[config.mk]
export PLATFORM = sky130hd
export DESIGN_NAME = integer_to_decimal_ascii
export DESIGN_NICKNAME = d
export VERILOG_FILES = /design/src/itda_pkg.sv /design/src/integer_to_decimal_ascii.sv /design/src/itda_dp.sv /design/src/itda_ctrl.sv
export SDC_FILE = /design/constraint.sdc
export NUM_CORES = 1
export LEC_CHECK = 0
export BUFFER_PORTS_ARGS = -buffer_cell sky130_fd_sc_hd__buf_2
export CAP_MARGIN = 20
export CORE_AREA = 3 3 143 90
export CTS_BUF_LIST = sky130_fd_sc_hd__clkbuf_4 sky130_fd_sc_hd__clkbuf_8
export CTS_CLUSTER_SIZE = 30
export DETAILED_ROUTE_END_ITERATION = 6
export DIE_AREA = 0 0 146 93
export PLACE_DENSITY = 0.68
export SYNTH_ARGS = -nofsm -noshare
export SYNTH_HDL_FRONTEND = slang
export SYNTH_SLANG_ARGS = --single-unit
[constraint.sdc]
create_clock -name clk -period 3.4 [get_ports clk]
set_input_delay 0.68 -clock clk [delete_from_list [all_inputs] [get_ports clk]]
set_output_delay 0.68 -clock clk [all_outputs]
set_load 0.05 [all_outputs]
[src/itda_pkg.sv]
package itda_pkg;

  localparam int CODE_W = 6;
  localparam logic [CODE_W-1:0] CHAR_ZERO  = 6'd48;
  localparam logic [CODE_W-1:0] CHAR_MINUS = 6'd45;

  typedef enum logic [2:0] {
    ST_IDLE,
    ST_CONVERT,
    ST_SKIP,
    ST_SIGN,
    ST_DIGIT
  } state_t;

  typedef struct packed {
    logic load;
    logic dabble;
    logic shift_digit;
    logic emit_sign;
  } dp_cmd_t;

  typedef struct packed {
    logic bit_last;
    logic top_zero;
    logic digit_last;
    logic negative;
  } dp_status_t;

endpackage

[src/integer_to_decimal_ascii.sv]
// The item is taken in idle; a serial double-dabble loop then shifts and adjusts once per
// data bit, leading zero digits are dropped (the final digit always stays), an optional
// minus sign is offered, and one character per remaining digit is offered under m_tready.
// No new item is taken until the final character of the current one is accepted.
// Synchronous active-high reset returns the controller to idle with no item pending.
module integer_to_decimal_ascii
  import itda_pkg::*;
#(
  parameter int DATA_WIDTH = 32
) (
  input  logic                                  clk,
  input  logic                                  rst,
  input  logic                                  s_tvalid,
  output logic                                  s_tready,
  input  logic [((DATA_WIDTH + 7) / 8) * 8-1:0] s_tdata,  // value
  output logic                                  m_tvalid,
  input  logic                                  m_tready,
  output logic [7:0]                            m_tdata,  // char_code, zero fill
  output logic                                  m_tlast
);

  dp_cmd_t           cmd;
  dp_status_t        status;
  logic [CODE_W-1:0] char_code;

  itda_ctrl u_ctrl (
    .clk       (clk),
    .rst       (rst),
    .in_valid  (s_tvalid),
    .in_ready  (s_tready),
    .out_valid (m_tvalid),
    .out_ready (m_tready),
    .out_last  (m_tlast),
    .status    (status),
    .cmd       (cmd)
  );

  itda_dp #(
    .DATA_WIDTH (DATA_WIDTH)
  ) u_dp (
    .clk       (clk),
    .value     (s_tdata[DATA_WIDTH-1:0]),
    .cmd       (cmd),
    .status    (status),
    .char_code (char_code)
  );

  assign m_tdata = {2'b00, char_code};

endmodule

[src/itda_dp.sv]
module itda_dp
  import itda_pkg::*;
#(
  parameter int DATA_WIDTH = 32
) (
  input  logic                  clk,
  input  logic [DATA_WIDTH-1:0] value,
  input  dp_cmd_t               cmd,
  output dp_status_t            status,
  output logic [CODE_W-1:0]     char_code
);

  // Decimal digits needed for any DATA_WIDTH-bit magnitude (1233/4096 ~ log10 2).
  localparam int NDIG = ((DATA_WIDTH * 1233) >> 12) + 1;
  localparam int BCD_W = NDIG * 4;
  localparam int BW = $clog2(DATA_WIDTH);
  localparam int CW = $clog2(NDIG + 1);

  logic [DATA_WIDTH-1:0] mag;
  logic [BCD_W-1:0]      bcd;
  logic                  neg;
  logic [BW-1:0]         bitcnt;
  logic [CW-1:0]         digcnt;

  logic [BCD_W-1:0]      bcd_adj;
  logic [3:0]            top_digit;

  // Add-3 correction on every BCD digit ahead of the shift.
  always_comb begin
    logic [3:0] nib;
    bcd_adj = '0;
    for (int i = 0; i < NDIG; i++) begin
      nib = bcd[4*i +: 4];
      bcd_adj[4*i +: 4] = (nib >= 4'd5) ? nib + 4'd3 : nib;
    end
  end

  always_ff @(posedge clk) begin
    if (cmd.load) begin
      neg    <= value[DATA_WIDTH-1];
      // Unsigned negate, so the most negative value gives 2^(DATA_WIDTH-1).
      mag    <= value[DATA_WIDTH-1] ? (~value + 1'b1) : value;
      bcd    <= '0;
      bitcnt <= BW'(DATA_WIDTH - 1);
      digcnt <= CW'(NDIG);
    end else if (cmd.dabble) begin
      bcd    <= {bcd_adj[BCD_W-2:0], mag[DATA_WIDTH-1]};
      mag    <= {mag[DATA_WIDTH-2:0], 1'b0};
      bitcnt <= bitcnt - 1'b1;
    end else if (cmd.shift_digit) begin
      bcd    <= {bcd[BCD_W-5:0], 4'd0};
      digcnt <= digcnt - 1'b1;
    end
  end

  assign top_digit = bcd[BCD_W-1 -: 4];

  assign status.bit_last   = (bitcnt == '0);
  assign status.top_zero   = (top_digit == 4'd0);
  assign status.digit_last = (digcnt == CW'(1));
  assign status.negative   = neg;

  assign char_code = cmd.emit_sign ? CHAR_MINUS : (CHAR_ZERO + {2'b00, top_digit});

endmodule

[src/itda_ctrl.sv]
module itda_ctrl
  import itda_pkg::*;
(
  input  logic       clk,
  input  logic       rst,
  input  logic       in_valid,
  output logic       in_ready,
  output logic       out_valid,
  input  logic       out_ready,
  output logic       out_last,
  input  dp_status_t status,
  output dp_cmd_t    cmd
);

  state_t state;
  state_t state_next;

  always_ff @(posedge clk) begin
    if (rst) begin
      state <= ST_IDLE;
    end else begin
      state <= state_next;
    end
  end

  always_comb begin
    state_next = state;
    unique case (state)
      ST_IDLE: begin
        if (in_valid) state_next = ST_CONVERT;
      end
      ST_CONVERT: begin
        if (status.bit_last) state_next = ST_SKIP;
      end
      ST_SKIP: begin
        // Leading zeros are dropped, but the final digit always stays.
        if (!(status.top_zero && !status.digit_last)) begin
          state_next = status.negative ? ST_SIGN : ST_DIGIT;
        end
      end
      ST_SIGN: begin
        if (out_ready) state_next = ST_DIGIT;
      end
      ST_DIGIT: begin
        if (out_ready && status.digit_last) state_next = ST_IDLE;
      end
      default: state_next = ST_IDLE;
    endcase
  end

  always_comb begin
    cmd       = '0;
    in_ready  = 1'b0;
    out_valid = 1'b0;
    out_last  = 1'b0;
    unique case (state)
      ST_IDLE: begin
        in_ready = 1'b1;
        cmd.load = in_valid;
      end
      ST_CONVERT: begin
        cmd.dabble = 1'b1;
      end
      ST_SKIP: begin
        cmd.shift_digit = status.top_zero && !status.digit_last;
      end
      ST_SIGN: begin
        out_valid     = 1'b1;
        cmd.emit_sign = 1'b1;
      end
      ST_DIGIT: begin
        out_valid       = 1'b1;
        out_last        = status.digit_last;
        cmd.shift_digit = out_ready;
      end
      default: begin
        cmd = '0;
      end
    endcase
  end

endmodule

Word-level counts from Yosys, hierarchy flattened
Cells that the tools add are included.
- add/subtract/negate cells: 14
- $mul: 0
- div/mod/pow operators: 0
- $lt $le $gt $ge: 10
- eq/ne operators: 10
- shift operators: 0
- mux-type cells: 30
- bitwise gates (word level): 2
- reductions and logical operators: 11
- operators by type and width (operator ; count):
    $mux W32 ; 3
    $mux W40 ; 2
    $ge A4 B3 Y1 const B ; 10
    $add A4 B2 Y4 const B ; 9
    $mux W4 ; 9
    $add A32 B1 Y32 const B ; 1
    $not A32 Y32 ; 1
    $mux W3 ; 7
    $pmux W3 S5 ; 1
    $ne A2 B2 Y1 const B ; 4
    $add A5 B5 Y6 const A ; 1
    $eq A3 B2 Y1 const B ; 2
    $mux W1 ; 6
    $mux W6 ; 1
    $logic_not A5 Y1 ; 1
    $reduce_and A5 Y1 ; 1
    $sub A5 B1 Y5 const B ; 1
    $eq A4 B1 Y1 const B ; 1
    $logic_not A4 Y1 ; 1
    $reduce_bool A2 Y1 ; 2
    $sub A4 B1 Y4 const B ; 1
    $add A3 B2 Y3 const B ; 1
    $eq A3 B1 Y1 const B ; 1
    $eq A3 B3 Y1 const B ; 1
    other kinds (8) ; 9
- flip-flop bits (word level): 85
- bits in latches: 0
- RAM bits: 0
- bits in read-only memories: 0
- input port bits: 36
- output and inout bits: 11
- word-level logic and storage cells: 83
- memories kept: 0

Depth between registers and ports, before layout
Gate-level depths: netlist (run 1).
- depth after elaboration: 6
- gate-level depth with buffers: 9

By module
Synthesis (run 1) repeated with hierarchy kept, for this count alone.
- cells, all modules: 635
- area, all modules: 5425.2 sq um
- modules (own cells, without submodules) (module ; times used ; cells an instance ; area an instance (sq um) ; seq. area each (sq um)):
    itda_dp ; 1 ; 596 ; 5124.9 ; 1971.9
    itda_ctrl ; 1 ; 36 ; 281.5 ; 60.1
    integer_to_decimal_ascii ; 1 ; 3 ; 18.8 ; 0.0

Worst setup path after synthesis (run 1)
No wires, ideal clock.
- path kind: reg-to-reg
- start point: reg u_ctrl.state[0]
- end point: reg u_dp.mag[0] (enable)
- arrival: 3.001 ns
- required time: 3.011 ns
- setup slack: 0.009 ns
- cell stages (with the launch flop): 6
- path buffers: 2
- period minus slack after synthesis: 3.391 ns
- path through: dfxtp_1 -> buf_2 -> nor3_1 -> nand2_1 -> clkbuf_1 -> nand2_1
- cells in the longest elaborated chain, start to end: 3
- ends and longest elaborated chain (item ; line ; text):
    start, declared ; itda_ctrl.sv:15 ; state_t state;
    start signal, assigned ; itda_ctrl.sv:22 ; state <= state_next;
    $eq A3 B1 Y1 or $logic_not A3 Y1 (tied branches) ; itda_ctrl.sv:56 ; unique case (state)
    $mux W1 ; itda_ctrl.sv:56 ;
    $reduce_bool A2 Y1 (no source line) (*) ; - ;
    end signal, assigned ; itda_dp.sv:42 ; mag <= value[DATA_WIDTH-1] ? (~value + 1'b1) : value;
    end signal, assigned ; itda_dp.sv:48 ; mag <= {mag[DATA_WIDTH-2:0], 1'b0};
    end, declared ; itda_dp.sv:19 ; logic [DATA_WIDTH-1:0] mag;
Mark *: on every way between the ends. The rest lies on a longest branch, timed or not.
A chain may end at the register's enable or synchronous reset.

Final worst setup path (run 1)
- start point: reg u_ctrl.state[2]
- end point: out m_tlast
- cells in the longest elaborated chain, start to end: 2
- ends and longest elaborated chain (item ; line ; text):
    $eq A3 B3 Y1 ; itda_ctrl.sv:56 ;
    $mux W1 ; itda_ctrl.sv:56 ;
    end, declared ; integer_to_decimal_ascii.sv:19 ; output logic m_tlast
Every way passes these cells.

==> results of run 1 <==
-- layer usage --
metal	GRT usage	wire (µm)	vias up
li1	-	-	2144
met1	0.242	5790	1947
met2	0.251	4740	105
met3	0.0431	645	11
met4	0.0556	128	0
met5	0	0	-
-- cells by family after synthesis --
family,count (synthesis),synth area share
buf+inv,59,0.0525
simple gates,201,0.196
flops,85,0.391
compound gates,154,0.211
xor+xnor,43,0.0725
mux,7,0.0137
fa+ha+maj,26,0.0626
other cells,2,0.00145
-- worst min path at each step --
stage                              start         endpoint  depth (start not counted)
after floorplan           u_dp.digcnt[3]   u_dp.digcnt[3]                          1
after global placement    u_dp.digcnt[3]   u_dp.digcnt[3]                          1
after detailed placement  u_dp.digcnt[3]   u_dp.digcnt[3]                          1
after CTS                            rst  u_ctrl.state[2]                          2
after global routing                 rst  u_ctrl.state[1]                          2
final                                rst  u_ctrl.state[2]                          2
-- flip-flops by register name (all words and copies together) (netlist names) --
name / cells
u_dp.mag: 32
u_dp.bcd: 40
u_dp.bitcnt: 5
u_dp.digcnt: 4
u_dp.neg: 1
u_ctrl.state: 3
-- synthesized netlist by cell type (6+ instances only) --
cell type,n
nand3_1,9
o21ai_0,45
a221o_1,25
dfxtp_1,52
nand2_1,76
nand2b_1,21
xor2_1,27
o21ai_1,15
nor3_1,7
clkbuf_1,14
o31ai_1,9
mux2i_1,6
edfxtp_1,33
ha_1,26
a211oi_1,8
xnor2_1,16
a21o_1,9
a21oi_1,16
a222oi_1,9
nor2_1,53
inv_1,28
-- power groups by stage --
stage / combinational [mW] / clock (mW) / sequential (mW)
CTS: 1.14 / 0.822 / 1.56
global placement: 1.11 / 0 / 1.57
detailed placement: 1.13 / 0 / 1.59
floorplan: 0.919 / 0 / 1.53
global route: 1.28 / 0.854 / 1.60
finish: 1.13 / 0.802 / 1.56
-- per-stage QoR --
step	setup WS (ps)	area, µm²	power (mW)
6_report	864	5720	3.50
4_1_cts	839	5720	3.52
3_3_place_gp	778	5500	2.69
5_1_grt	646	5720	3.73
2_1_floorplan	9.18	5200	2.45
3_5_place_dp	684	5500	2.72
-- layout make-up --
cell class	instances	area share
Multi-Input combinational cell	434	0.507
Tap cell	165	0.0361
Inverter	29	0.0190
Sequential cell	85	0.355
Timing Repair Buffer	48	0.0442
Clock inverter	6	0.0149
Clock buffer	10	0.0241
-- worst max-delay path, cell delays in order, from the launching register on --
cell	delay, ps
dfxtp_1	640
or3b_1	440
nor2b_1	130
buf_2	270
==> run_results.csv, run 1 <==
group,metric,value,unit
final_layout,layout_commonest_cell,"nand2_1",
yosys,ys_warn_count,0,
routing,vias,4207,
worst_setup_path,start_kind,"flop",
sta,rsz0062_at_grt,"no",
floorplan,dieArea,0.0136,mm²
sta,setup_tns,0,ps
global_routing,grt_pass1_wl,19.2,mm
final_layout,multiInputGateArea,0.00290,mm²
yosys,ys_seq_elements,85,
worst_setup_path,criticalPathCategory,"reg -> out",
final_layout,regArea,0.00203,mm²
worst_hold_path,hp-class,"in -> reg",
clocking,numCtsBuffers,9,
clocking,cts_tree,"built",
yosys,avgSynthCellArea,9.01,µm²
place,dp.cells,761,
clocking,cts_resized,0,
floorplan,die_h,93,µm
routing,drt_iter0_markers,319,
floorplan,initial_core_util,0.442,
yosys,synth_edf_count,33,
final_layout,area_growth,10.1,%
sta,max_freq,394,MHz
global_routing,grt_max_degree,48,
sta,fin_crit,2540,ps
clocking,clkLatencyLatePin,360,ps
routing,drc,4,
floorplan,rows,31,
pwr,p_int,2.20,mW
worst_setup_path,cp.required,2720,ps
worst_setup_path,rr_endpoint,"u_dp.bcd[13]",
yosys,ys_async_sr_fraction,0,
yosys,syn-cell-area,0.00520,mm²
yosys,ys.flop_type,"dfxtp_1",
sta,post-route-period-util,0.746,
routing,routedWlPerCell,14.5,µm
worst_setup_path,endpoint,"m_tlast",
final_layout,final_cell_mix,"nand2_1 (75), nor2_1 (53), dfxtp_1 (52), o21ai_0 (45), buf_2 (43)",
worst_setup_path,crit_path_end_kind,"output port",
final_layout,layoutNonFillerInstCount,777,
sta,finalMaxSlewViolations,0,
routing,first_pass_iters,7,
worst_setup_path,rr_startpoint,"u_ctrl.state[2]",
final_layout,antenna_cells,0,
pwr,p_leak,2.22,nW
clocking,root_buffer,"clkbuf_8",
routing,ant_nets,0,
clocking,clock_sinks,85,
floorplan,num_io_pins,47,
sta,finalSetupViolations,0,
worst_setup_path,r2r_cells,6,
clocking,htreeDepth,3,
final_layout,final_layout_size_suffix_gt1_frac,0.131,
clocking,cts_setup_buffers,0,
place,gp_congestion,0.897,
sta,relSlewSlack,0.297,
worst_setup_path,worstSetupStartpoint,"u_ctrl.state[2]",
clocking,holdBufCountCts,0,
final_layout,nets,669,
clocking,clk_transition_reported_paths,90,ps
sta,final-hold-violation-count,0,
pwr,powerDensity,612,mW/mm²
pwr,p_seq_frac,0.447,
worst_setup_path,rrSetupSlack,870,ps
pwr,ir_drop,272,µV
yosys,synthCells,577,
sta,worst_pin_slew,1050,ps
final_layout,fillers,1075,
routing,drt-total-wl,11.3,mm
global_routing,antenna_found_initial,0,
pwr,power.switching,1.30,mW
floorplan,die_w,146,µm
final_layout,fin_util,0.487,
place,dpl.hpwl,8.05,mm
pwr,pwr-share-clk,0.229,
pwr,p_comb_frac,0.324,
yosys,synth_top_area_cell,"dfxtp_1",
pwr,swShare,0.372,
clocking,clockBufferDepth,2,
yosys,post_synth_num_cell_types,58,
routing,vias_per_cell,5.41,
worst_setup_path,arrival,1860,ps
global_routing,grtUsageTotal,0.170,
floorplan,core,0.0118,mm²
yosys,yosysTopAreaCellShare,0.200,
global_routing,first_global_vias,4014,
sta,holdWs,486,ps
place,port_buffers,43,
run_status,violations,"design-rule violations",
yosys,synthTopCellsByArea,"dfxtp_1 (20%), edfxtp_1 (19%), ha_1 (6.3%)",
sta,fin_skew,5.94,ps
global_routing,overflow,0,
yosys,ys_seq_area_frac,0.391,
job,maxCapViolations,0,
run_status,outcome,"finished with violations",
worst_setup_path,path_max_fanout,14,
(Power assumes the default switching activity.)
==> run 2: changes to the inputs <==
clock period = 2.6 ns   (was 3.4 ns; I/O delays follow)
==> run_results.csv, run 2 (same netlist as run 1, synthesis figures left out) <==
group,metric,value,unit
run_status,outcome,"completed",
global_routing,grtUsageTotal,0.176,
final_layout,regMostFlops,"u_dp.bcd",
worst_setup_path,crit_path_end_kind,"output port",
floorplan,initial_core_util,0.442,
final_layout,final_cell_mix,"nand2_1 (74), nor2_1 (53), dfxtp_1 (52), o21ai_0 (45), buf_2 (43)",
worst_setup_path,cp.required,2080,ps
sta,rsz0062_at_grt,"no",
sta,relSlewSlack,0.597,
floorplan,die_w,146,µm
floorplan,rows,31,
final_layout,fin_util,0.494,
floorplan,die_h,93,µm
sta,fin_skew,11.5,ps
sta,post-route-period-util,0.912,
global_routing,first_global_vias,3974,
pwr,powerDensity,808,mW/mm²
worst_hold_path,hp-class,"in -> reg",
clocking,clkLatencyLatePin,370,ps
sta,setup_tns,0,ps
final_layout,largestRegisters,"u_dp.bcd (40), u_dp.mag (32), u_dp.bitcnt (5)",
clocking,cts_tree,"built",
sta,holdWs,326,ps
routing,routedWlPerCell,15.0,µm
final_layout,antenna_cells,0,
final_layout,nets,676,
final_layout,final_layout_size_suffix_gt1_frac,0.149,
sta,final-hold-violation-count,0,
clocking,clockBufferDepth,2,
clocking,root_buffer,"clkbuf_8",
worst_setup_path,arrival,1850,ps
global_routing,grt_pass1_wl,19.7,mm
clocking,clock_sinks,85,
sta,fin_crit,2370,ps
clocking,numCtsBuffers,9,
global_routing,antenna_found_initial,0,
floorplan,core,0.0118,mm²
worst_setup_path,criticalPathCategory,"reg -> out",
routing,vias_per_cell,5.56,
place,dpl.hpwl,8.56,mm
pwr,p_leak,2.26,nW
routing,ant_nets,0,
routing,first_pass_iters,5,
global_routing,overflow,0,
worst_setup_path,start_kind,"flop",
pwr,ir_drop,431,µV
clocking,cts_resized,0,
routing,drt-total-wl,11.8,mm
routing,drc,0,
sta,finalMaxSlewViolations,0,
final_layout,layout_commonest_cell,"nand2_1",
final_layout,largest_reg_flops,40,
clocking,holdBufCountCts,0,
clocking,htreeDepth,3,
routing,vias,4359,
clocking,cts_setup_buffers,0,
final_layout,area_growth,11.7,%
worst_setup_path,path_max_fanout,14,
place,gp_congestion,0.912,
clocking,clk_transition_reported_paths,90,ps
floorplan,dieArea,0.0136,mm²
job,maxCapViolations,0,
sta,max_freq,422,MHz
floorplan,num_io_pins,47,
routing,drt_iter0_markers,294,
place,port_buffers,43,
global_routing,grt_max_degree,54,
sta,finalSetupViolations,0,
sta,worst_pin_slew,602,ps
[run 2: cell types whose count changed in the layout (fill, tap and decap cells not counted), sizes merged]
cell / change
clkinvlp: +1
clkbuf: -1
inv: +1
clkinv: -1
buf: +7
[run 2: path summary, 6_finish.rpt]
| path | from | to | slack (ps) | cells past startpoint |
|---|---|---|---|---|
| hold / removal | rst | u_ctrl.state[1] | 330 | 2 |
| hold reg to reg | u_dp.digcnt[3] | u_dp.digcnt[3] | 490 | 1 |
| setup reg to reg | u_dp.digcnt[1] | u_dp.bcd[21] | 380 | 7 |
| setup / recovery | u_ctrl.state[2] | m_tlast | 230 | 3 |
[run 2: critical path, cell delays in order, from the launching register on]
cell and delay [ps]:
dfxtp_1 670, or3b_1 440, nor2b_1 110, buf_2 260
[run 2: routing by layer]
layer  global-route usage  wire [µm]  vias up
met5                    0          0        -
met4               0.0399        105        0
met2                0.258       5040      100
met3               0.0450        597        8
li1                     -          -     2156
met1                0.261       6010     2095
[run 2: cell type report]
type	count	area [µm²]
clock buffers	9	124
clock inverters	7	95.1
fillers	1082	5950
inverters	29	109
multi-input cells	434	2910
flip-flops and latches	85	2030
well taps	165	206
repair buffers	55	330
[run 2: stage by stage]
stage / area (µm²) / worst slack [ps] / total power, mW / instances
after floorplan: 5210 / 48.8 / 3.21 / 578
after global placement: 5580 / 297 / 3.59 / 768
after detailed placement: 5580 / 182 / 3.67 / 768
after CTS: 5800 / 155 / 4.72 / 784
after global routing: 5800 / 124 / 5.01 / 784
final: 5800 / 228 / 4.69 / 784
[run 2: power breakdown]
group	leakage, nW	internal, mW	switching (mW)
logic	1.40	0.510	1.08
clock network	0.110	0.544	0.500
registers	0.748	1.87	0.184
total	2.26	2.92	1.76
